### config.mk
export PLATFORM = sky130hd
export DESIGN_NAME = tfn_fifo
export DESIGN_NICKNAME = d
export VERILOG_FILES = /design/src/sv/tfn_pkg.sv /design/src/sv/tfn_fifo.sv
export SDC_FILE = /design/constraint.sdc
export NUM_CORES = 1
export LEC_CHECK = 0
export BUFFER_PORTS_ARGS = -buffer_cell sky130_fd_sc_hd__buf_2
export CAP_MARGIN = 20
export CELL_PAD_IN_SITES_DETAIL_PLACEMENT = 2
export CELL_PAD_IN_SITES_GLOBAL_PLACEMENT = 2
export CORE_MARGIN = 2
export CORE_UTILIZATION = 44
export CTS_CLUSTER_SIZE = 30
export DETAILED_ROUTE_END_ITERATION = 12
export PLACE_DENSITY_LB_ADDON = 0.1
export SYNTH_ARGS = -nofsm -noshare
export SYNTH_HDL_FRONTEND = slang
export SYNTH_SLANG_ARGS = --single-unit
### constraint.sdc
create_clock -name clk_i -period 2.1 [get_ports clk_i]
set_input_delay 0.525 -clock clk_i [delete_from_list [all_inputs] [get_ports clk_i]]
set_output_delay 0.525 -clock clk_i [all_outputs]
set_load 0.03 [all_outputs]
### src/sv/tfn_pkg.sv
// Shared constants for the triangle face normal unit.
package tfn_pkg;

  localparam int unsigned CoordBitsDef  = 24;
  localparam int unsigned NormalBitsDef = 16;
  localparam int unsigned QueueDepth    = 4;

  localparam logic [1:0] BeatA = 2'd0;
  localparam logic [1:0] BeatB = 2'd1;
  localparam logic [1:0] BeatC = 2'd2;

endpackage

### src/sv/tfn_fifo.sv
// Small queue between the cross-product front end and the normalizing back end.
module tfn_fifo
  import tfn_pkg::*;
#(
  parameter int unsigned WIDTH = 8
) (
  input  logic                                 clk_i,
  input  logic                                 rst_ni,
  input  logic                                 push_i,
  input  logic [WIDTH-1:0]                     wdata_i,
  input  logic                                 pop_i,
  output logic [WIDTH-1:0]                     rdata_o,
  output logic                                 empty_o,
  output logic [$clog2(QueueDepth+1)-1:0]      count_o
);

  localparam int unsigned AW = $clog2(QueueDepth);
  localparam int unsigned CW = $clog2(QueueDepth+1);

  logic [WIDTH-1:0] mem_q [QueueDepth];
  logic [AW-1:0]    wptr_q, wptr_d;
  logic [AW-1:0]    rptr_q, rptr_d;
  logic [CW-1:0]    cnt_q, cnt_d;

  always_comb begin
    wptr_d = push_i ? wptr_q + AW'(1) : wptr_q;
    rptr_d = pop_i ? rptr_q + AW'(1) : rptr_q;
    cnt_d  = cnt_q;
    if (push_i && !pop_i) begin
      cnt_d = cnt_q + CW'(1);
    end else if (pop_i && !push_i) begin
      cnt_d = cnt_q - CW'(1);
    end
  end

  always_ff @(posedge clk_i or negedge rst_ni) begin
    if (!rst_ni) begin
      wptr_q <= '0;
      rptr_q <= '0;
      cnt_q  <= '0;
    end else begin
      wptr_q <= wptr_d;
      rptr_q <= rptr_d;
      cnt_q  <= cnt_d;
    end
  end

  always_ff @(posedge clk_i) begin
    if (push_i) begin
      mem_q[wptr_q] <= wdata_i;
    end
  end

  assign rdata_o = mem_q[rptr_q];
  assign empty_o = (cnt_q == '0);
  assign count_o = cnt_q;

endmodule

==> out/qor.txt <==
Hold Startpoint = wdata_i[4]
Die width = 63.2 µm
EDFF count, synth = 32
DR pass1 iterations = 4
DR vias = 782
Critical Path RT = 1.57 ns
Layout cells sized above 1 = 37.6%
Clock Pin Slew Worst Setup and Hold Paths = 0.11 ns
All-Layer GR Usage = 17.6%
Slew @ Worst Pin = 0.454 ns
Final Max Slew Viols = 0
Pwr Total = 2700 µW
Peak supply drop = 0.667 mV
Failing checks = setup timing
Vias in the first global route = 880
First-pass GRT wire length = 4910 µm
Final setup vio count = 8
Routed WL = 3090 µm
Synth area leaders = edfxtp_1 62%, mux4_2 12%, dfrtp_1 11%, ha_1 4.1%, xor2_1 2.3%
Clock root cell = clkbuf_4
Worst hold path class = in2reg
Synth cell count leaders = 32 x edfxtp_1, 8 x mux4_2, 7 x dfrtp_1
Post-Syn Instances = 75
Num rows = 21
Final Skew = 0.0129 ns
Setup crit start kind = register
Layout area overhead = 19.7%
Worst Path Arrival = 1.64 ns
Final HPWL DP = 2250 µm
Most common cell in the netlist = edfxtp_1
Top delay family on crit path = multiplexers
Initial Utilization = 46.2%
CP Class = reg2out
Status = finished with violations
Initial detailed-routing violation count = 43
Post-route ant nets = 0
Syn Area/Cell = 20.5 µm²
Share of the synthesized area in the top cell type = 62.4%
Cell Pwr Density = 1460 mW/mm²
Final worst-path cycle share = 103%
Synth async-reset ratio = 17.9%
Max incr delay on CP = 0.54 ns
Initial antenna violation count = 0
Yosys reg bits = 39
Leak = 0.000698 µW
Worst path slowest cell = mux4_2
Final Net Count = 126
DR vias/cell = 5.05
Crit path launch = rptr_q[0]
Highest clock rate = 0.462 GHz
CTS tree = done
Sequential fraction of the synthesis area = 73.8%
Drc violations = 0
Core area = 0.00334 mm²
DIE AREA = 0.00399 mm²
Final worst slack = -0.0655 ns
Final Hold Vio Count = 0
Number of CTS-inserted buffers = 5
TNS Setup = -0.219 ns
Reg2Reg Setup Slack = 0.66 ns
RR Startpoint = wptr_q[1]
Reg2Reg Capture Point = mem_q[1][2]
Die height = 63.2 µm
Endpoint type of the worst setup path = output port
Total grt overflow = 0
Clock Tree Buf Depth = 2
Yosys top cell by area = edfxtp_1
Buffers & Inverters on Critical Path = 2
Largest net degree at the start of global routing = 12
Max Cap Viol = 0
Unique masters post-synth = 16
Syn Std Cell Area = 0.00154 mm²
RSZ-0062 raised after global routing = yes
Synthesis Warnings = 0
Fill count = 298
# IOs = 24
R2R depth = 3
Worst Hold Path Cells = 1
Drt wl/cell = 19.9 µm
Gpl congestion = 0.659
IO buf count = 23
Worst skew pair latency = 0.35 ns
Synthesized net count = 93
H-tree depth = 2
Crit-path most repeated cell = buf_6
Hold Path End = mem_q[2][4]
TritonCTS Sinks = 39
Slew headroom = 69.7%
Cell chain of the critical path = buf_6 > mux4_2 > buf_6
Primary FF master, synth = edfxtp_1
Antenna Diode Count = 0
Largest fanout on the critical path = 5
Final min period = 2.17 ns
==> routing by layer <==
metal  wire [µm]  track usage (%)
met4          49             9.17
met2        1650             30.1
met1        1270             20.6
met3         117             4.29
met5           0                0
==> logic make-up after synthesis <==
kind of cell	share of synthesized area, %
AO/OA/AOI/OAI	0.325
XOR/XNOR	3.41
adder cells (fa/ha/maj)	5.36
buffers and inverters	2.03
flip-flops	73.8
multiplexers	12.4
AND/OR/NAND/NOR	2.68
==> worst max path at each step <==
stage / to / cells after the start
after floorplan: empty_o / 1
after global placement: count_o[2] / 7
after detailed placement: count_o[2] / 7
after CTS: rdata_o[1] / 3
after global routing: rdata_o[1] / 3
final: rdata_o[1] / 3
==> registers in the layout, indices dropped and copies added (netlist names) <==
name     flops
rptr_q       2
count_o      3
mem_q       32
wptr_q       2
==> worst reg2reg max path, cell delays in order (launching register included) <==
cell and delay (ns):
dfrtp_1 0.41, inv_1 0.11, ha_1 0.16, and2_1 0.41
==> placed cells by master, fill, tap and decap left out <==
cell,instances
and2_1,4
buf_2,15
buf_4,2
buf_6,10
clkbuf_1,1
clkbuf_4,5
clkinv_1,2
dfrtp_1,7
dlygate4sd3_1,1
edfxtp_1,32
fa_1,1
ha_1,5
inv_1,4
mux2_2,1
mux4_2,8
nand2_1,2
nor2_1,1
nor3_1,1
o21ai_0,1
xnor2_1,2
xor2_1,4
==> metrics by stage <==
step | cells | util [%] | cell area, µm² | hold WS [ns] | setup WS, ns
2_1_floorplan | 75 | - | 1540 | 0.229 | 0.303
3_3_place_gp | 144 | 51.3 | 1710 | 0.372 | 0.307
3_5_place_dp | 144 | 51.3 | 1710 | 0.374 | 0.217
4_1_cts | 154 | 55.0 | 1840 | 0.386 | -0.0397
5_1_grt | 155 | 55.2 | 1840 | 0.377 | -0.123
6_report | 155 | 55.2 | 1840 | 0.392 | -0.0655
==> cell type report <==
class                   instances  area [µm²]  area share, %
multi-input cells              30         373           20.2
well taps                      46        57.6           3.12
flip-flops and latches         39        1140           61.6
clock inverters                 2        7.51          0.407
inverters                       4        15.0          0.815
repair buffers                 28         213           11.5
clock buffers                   6        41.3           2.24
==> where the power goes <==
part	switching (µW)	internal [µW]
Clock	232	124
Combinational	623	537
Sequential	142	1040
==> timing repair <==
item | in CTS | in global routing
setup endpoints to repair | 8 | 8
setup buffers | 1 | 1
resized for setup | 18 | 0
hold buffers | 1 | 0
endpoints found under the hold margin | 7 | 0
cloned | 0 | 0
(Power assumes the default switching activity.)
