### config.mk
export PLATFORM = sky130hd
export DESIGN_NAME = tfn_emit
export DESIGN_NICKNAME = d
export VERILOG_FILES = /design/src/sv/tfn_pkg.sv /design/src/sv/tfn_emit.sv
export SDC_FILE = /design/constraint.sdc
export NUM_CORES = 1
export LEC_CHECK = 0
export BUFFER_PORTS_ARGS = -buffer_cell sky130_fd_sc_hd__buf_2
export CAP_MARGIN = 20
export CORE_MARGIN = 1.5
export CORE_UTILIZATION = 30
export CTS_CLUSTER_DIAMETER = 80
export DETAILED_ROUTE_END_ITERATION = 10
export PLACE_DENSITY = 0.58
export SYNTH_ARGS = -nofsm -noshare
export SYNTH_HDL_FRONTEND = slang
export SYNTH_SLANG_ARGS = --single-unit
### constraint.sdc
create_clock -name clk_i -period 2.55 [get_ports clk_i]
set_clock_uncertainty 0.15 [all_clocks]
set_input_delay 0.1275 -clock clk_i [delete_from_list [all_inputs] [get_ports clk_i]]
set_output_delay 0.1275 -clock clk_i [all_outputs]
set_load 0.05 [all_outputs]
### src/sv/tfn_pkg.sv
// Shared constants for the triangle face normal unit.
package tfn_pkg;

  localparam int unsigned CoordBitsDef  = 24;
  localparam int unsigned NormalBitsDef = 16;
  localparam int unsigned QueueDepth    = 4;

  localparam logic [1:0] BeatA = 2'd0;
  localparam logic [1:0] BeatB = 2'd1;
  localparam logic [1:0] BeatC = 2'd2;

endpackage

### src/sv/tfn_emit.sv
// Result stage: sends the three vertex beats of one triangle.
module tfn_emit
  import tfn_pkg::*;
#(
  parameter int unsigned COORD_BITS  = CoordBitsDef,
  parameter int unsigned NORMAL_BITS = NormalBitsDef
) (
  input  logic                          clk_i,
  input  logic                          rst_ni,
  input  logic                          hand_i,
  input  logic [9*COORD_BITS-1:0]       vert_i,
  input  logic [3*NORMAL_BITS-1:0]      norm_i,
  output logic                          free_o,
  output logic                          valid_o,
  output logic signed [COORD_BITS-1:0]  vertex_x_o,
  output logic signed [COORD_BITS-1:0]  vertex_y_o,
  output logic signed [COORD_BITS-1:0]  vertex_z_o,
  output logic signed [NORMAL_BITS-1:0] normal_x_o,
  output logic signed [NORMAL_BITS-1:0] normal_y_o,
  output logic signed [NORMAL_BITS-1:0] normal_z_o,
  output logic                          last_o
);

  localparam int unsigned CB = COORD_BITS;

  logic                       act_q;
  logic [1:0]                 beat_q;
  logic [9*CB-1:0]            vert_q;
  logic [3*NORMAL_BITS-1:0]   norm_q;
  logic [3*CB-1:0]            sel;

  assign free_o = !act_q || (beat_q == BeatC);

  always_ff @(posedge clk_i or negedge rst_ni) begin
    if (!rst_ni) begin
      act_q  <= 1'b0;
      beat_q <= BeatA;
    end else if (hand_i) begin
      act_q  <= 1'b1;
      beat_q <= BeatA;
    end else if (act_q) begin
      if (beat_q == BeatC) begin
        act_q <= 1'b0;
      end else begin
        beat_q <= beat_q + 2'd1;
      end
    end
  end

  always_ff @(posedge clk_i) begin
    if (hand_i) begin
      vert_q <= vert_i;
      norm_q <= norm_i;
    end
  end

  always_comb begin
    case (beat_q)
      BeatA:   sel = vert_q[0 +: 3*CB];
      BeatB:   sel = vert_q[3*CB +: 3*CB];
      BeatC:   sel = vert_q[6*CB +: 3*CB];
      default: sel = vert_q[0 +: 3*CB];
    endcase
  end

  assign valid_o    = act_q;
  assign last_o     = act_q && (beat_q == BeatC);
  assign vertex_x_o = sel[0 +: CB];
  assign vertex_y_o = sel[CB +: CB];
  assign vertex_z_o = sel[2*CB +: CB];
  assign normal_x_o = norm_q[0 +: NORMAL_BITS];
  assign normal_y_o = norm_q[NORMAL_BITS +: NORMAL_BITS];
  assign normal_z_o = norm_q[2*NORMAL_BITS +: NORMAL_BITS];

endmodule

==> impl_metrics.py <==
metrics = {
    "run_status": {
        "status": "completed",
    },
    "die": {
        "design.die.area_um2": 32700,
        "core_area_um2": 30800,
        "start_util": 0.308,
        "io-pin-count": 390,
        "rows": 64,
        "die_x_um": 181,
        "dieHeight_um": 181,
    },
    "hold_path": {
        "hold_path.startpoint": "vert_i[145]",
        "holdPathStages": 2,
        "hold_class": "in -> reg",
        "holdPathEnd": "vert_q[145]$_DFFE_PP_",
    },
    "cells_and_area": {
        "final_cells": 1612,
        "syn_to_final_growth_pct": 64.3,
        "drive_gt1_frac": 0.365,
        "nets": 1465,
    },
    "pwr": {
        "power_density_nw_per_um2": 992,
        "max-vdd-ir-drop_mv": 0.646,
        "p_leak_nw": 6.27,
    },
    "grt": {
        "grt_pass1_vias": 7857,
        "grt_pass1_wl_mm": 41.3,
        "grt_max_degree": 68,
        "grt-ovfl-total": 0,
        "antenna_found_initial": 2,
        "grtUsageTotal": 0.161,
    },
    "sta": {
        "fmax_ghz": 0.411,
        "max-slew-margin-rel": 0.684,
        "worst_slew_pin_slew_ns": 0.474,
        "fin_crit_ns": 2.43,
        "finalCritPeriodShare": 0.954,
        "setup_viol": 0,
        "setup_tns_ns": 0,
        "finalHoldViolCount": 0,
        "maxSlewViolCount": 0,
    },
    "cts": {
        "clock_path_buffers": 3,
        "clock-root-buffer": "clkbuf_16",
        "cts_buffers": 28,
        "cts_htree_levels": 1,
        "clkLatencyLatePin_ns": 0.53,
        "cts_sinks": 267,
        "cts_tree": "done",
        "clk_pin_slew_ns": 0.06,
    },
    "routing": {
        "antenna_left": 0,
        "viasPerCell": 4.49,
        "via_count": 7232,
        "drcViolationCount": 0,
        "drtPass1Iterations": 4,
        "avgRoutedWirePerCell_um": 16.9,
        "drt-initial-drc-count": 382,
        "wirelength_mm": 27.3,
    },
    "setup_path": {
        "path_cells": "inv_1, ha_4, buf_12, buf_16, o21ai_0, buf_4",
        "crit_fanout": 38,
        "path_class": "reg -> out",
        "r2r_cells": 6,
        "path_buf_inv": 4,
        "timing.rr.end": "beat_q[1]$_DFFE_PN0P_",
        "critPathLaunchType": "flip-flop",
        "critPathMaxStageDelay_ns": 0.38,
        "cp_slowest_cell": "dfrtp_1",
        "rr_startpoint": "beat_q[0]$_DFFE_PN0P_",
        "reg2reg_slack_ns": 0.84,
        "cp_data_arrival_time_ns": 2.16,
        "cp_top_family": "buffers and inverters",
        "cp.required_ns": 2.27,
        "crit_path_end_kind": "output pin",
    },
    "synthesis": {
        "syn_avg_cell_area_um2": 18.0,
        "syn_area_um2": 9490,
        "syn_nets": 795,
        "synth_edf_count": 264,
        "yosys_warnings": 0,
        "async_reset_ff_frac": 0.0112,
        "synth_most_common_cell": "edfxtp_1",
        "ys_types": 18,
        "synthTopCellsByCount": "edfxtp_1, a22oi_1, nand2_1, o21ai_0",
        "synth_area_leaders": "edfxtp_1, a22oi_1, o21ai_0",
        "synth_cells": 526,
        "ys_ff_latch": 267,
        "synth_seq_area_share": 0.843,
        "synth_top_area_frac": 0.835,
        "synth_top_flop_cell": "edfxtp_1",
        "synth_top_area_cell": "edfxtp_1",
    },
    "job": {
        "cap_viol_max_count": 0,
    },
    "place": {
        "portBuffers": 389,
        "dp_cells": 1294,
        "place_hpwl_mm": 16.3,
        "gp_congestion": 0.760,
    },
}
-- repair_timing --
action	in CTS	in global routing
gates resized for setup	9	32
endpoints found under the setup margin	8	39
hold buffers	267	0
buffers inserted	0	1
pin swaps	0	1
endpoints found under the hold margin	320	0
-- final cells by class --
| class | instances | area, um^2 |
|---|---|---|
| well taps | 396 | 495 |
| diodes | 2 | 5.00 |
| inverters | 2 | 7.51 |
| clock buffers | 40 | 746 |
| multi-input cells | 225 | 1270 |
| repair buffers | 672 | 4950 |
| clock inverters | 8 | 123 |
| flip-flops and latches | 267 | 8000 |
| fillers | 2517 | 15200 |
-- how the worst max path moves through the flow --
| stage | from | to | slack [ns] | cells after the start |
|---|---|---|---|---|
| floorplan | beat_q[0]$_DFFE_PN0P_ | vertex_y_o[19] | 0.18 | 5 |
| global placement | beat_q[1]$_DFFE_PN0P_ | vertex_x_o[4] | 0.53 | 6 |
| detailed placement | beat_q[1]$_DFFE_PN0P_ | vertex_x_o[4] | 0.54 | 6 |
| CTS | beat_q[0]$_DFFE_PN0P_ | vertex_y_o[2] | 0.00005 | 7 |
| global route | beat_q[0]$_DFFE_PN0P_ | vertex_y_o[6] | -0.03 | 6 |
| finish | beat_q[0]$_DFFE_PN0P_ | vertex_x_o[21] | 0.12 | 6 |
-- cells by family after synthesis --
group           after synthesis  share of synthesized area
compound gates              144                     0.0949
buf+inv                      34                     0.0249
simple gates                 77                     0.0323
mux                           1                    0.00119
fa+ha+maj                     2                    0.00264
flops                       267                      0.843
xor+xnor                      1                   0.000923
-- cells in the final DEF, fill, tap and decap left out, types with 12 or more instances in the layout --
cell           count
o21ai_0           65
buf_4             23
clkbuf_16         28
edfxtp_1         264
buf_2            362
clkbuf_1          12
nand2_1           72
a22oi_1           72
dlygate4sd3_1    267
-- state kept, by name (all words and copies together) (netlist names) --
name     cells
beat_q       2
norm_q      48
valid_o      1
vert_q     216
-- metrics by stage --
step	hold WS, ns	power [mW]	worst slack [ns]	util	instance area, um^2
6_report	0.133	15.5	0.117	0.506	15600
5_1_grt	0.120	16.1	-0.0323	0.506	15600
4_1_cts	0.100	15.4	0.0000542	0.504	15500
3_5_place_dp	-0.219	11.1	0.543	0.388	12000
3_3_place_gp	-0.223	11.1	0.535	0.388	12000
2_1_floorplan	-0.318	9.49	0.178	-	9490
-- metal layers --
| layer | vias up | global-route usage | wire [um] |
|---|---|---|---|
| met5 | - | 0 | 0 |
| li1 | 3398 | - | - |
| met4 | 0 | 0.0632 | 1070 |
| met2 | 320 | 0.285 | 13900 |
| met3 | 65 | 0.0413 | 1940 |
| met1 | 3449 | 0.185 | 10400 |
-- where the power goes --
| part | switching [mW] | internal [mW] |
|---|---|---|
| clock | 1.60 | 2.32 |
| combinational | 4.42 | 1.78 |
| sequential | 0.116 | 5.23 |
| total | 6.14 | 9.32 |
No activity file was read; power rests on OpenSTA's default activity.
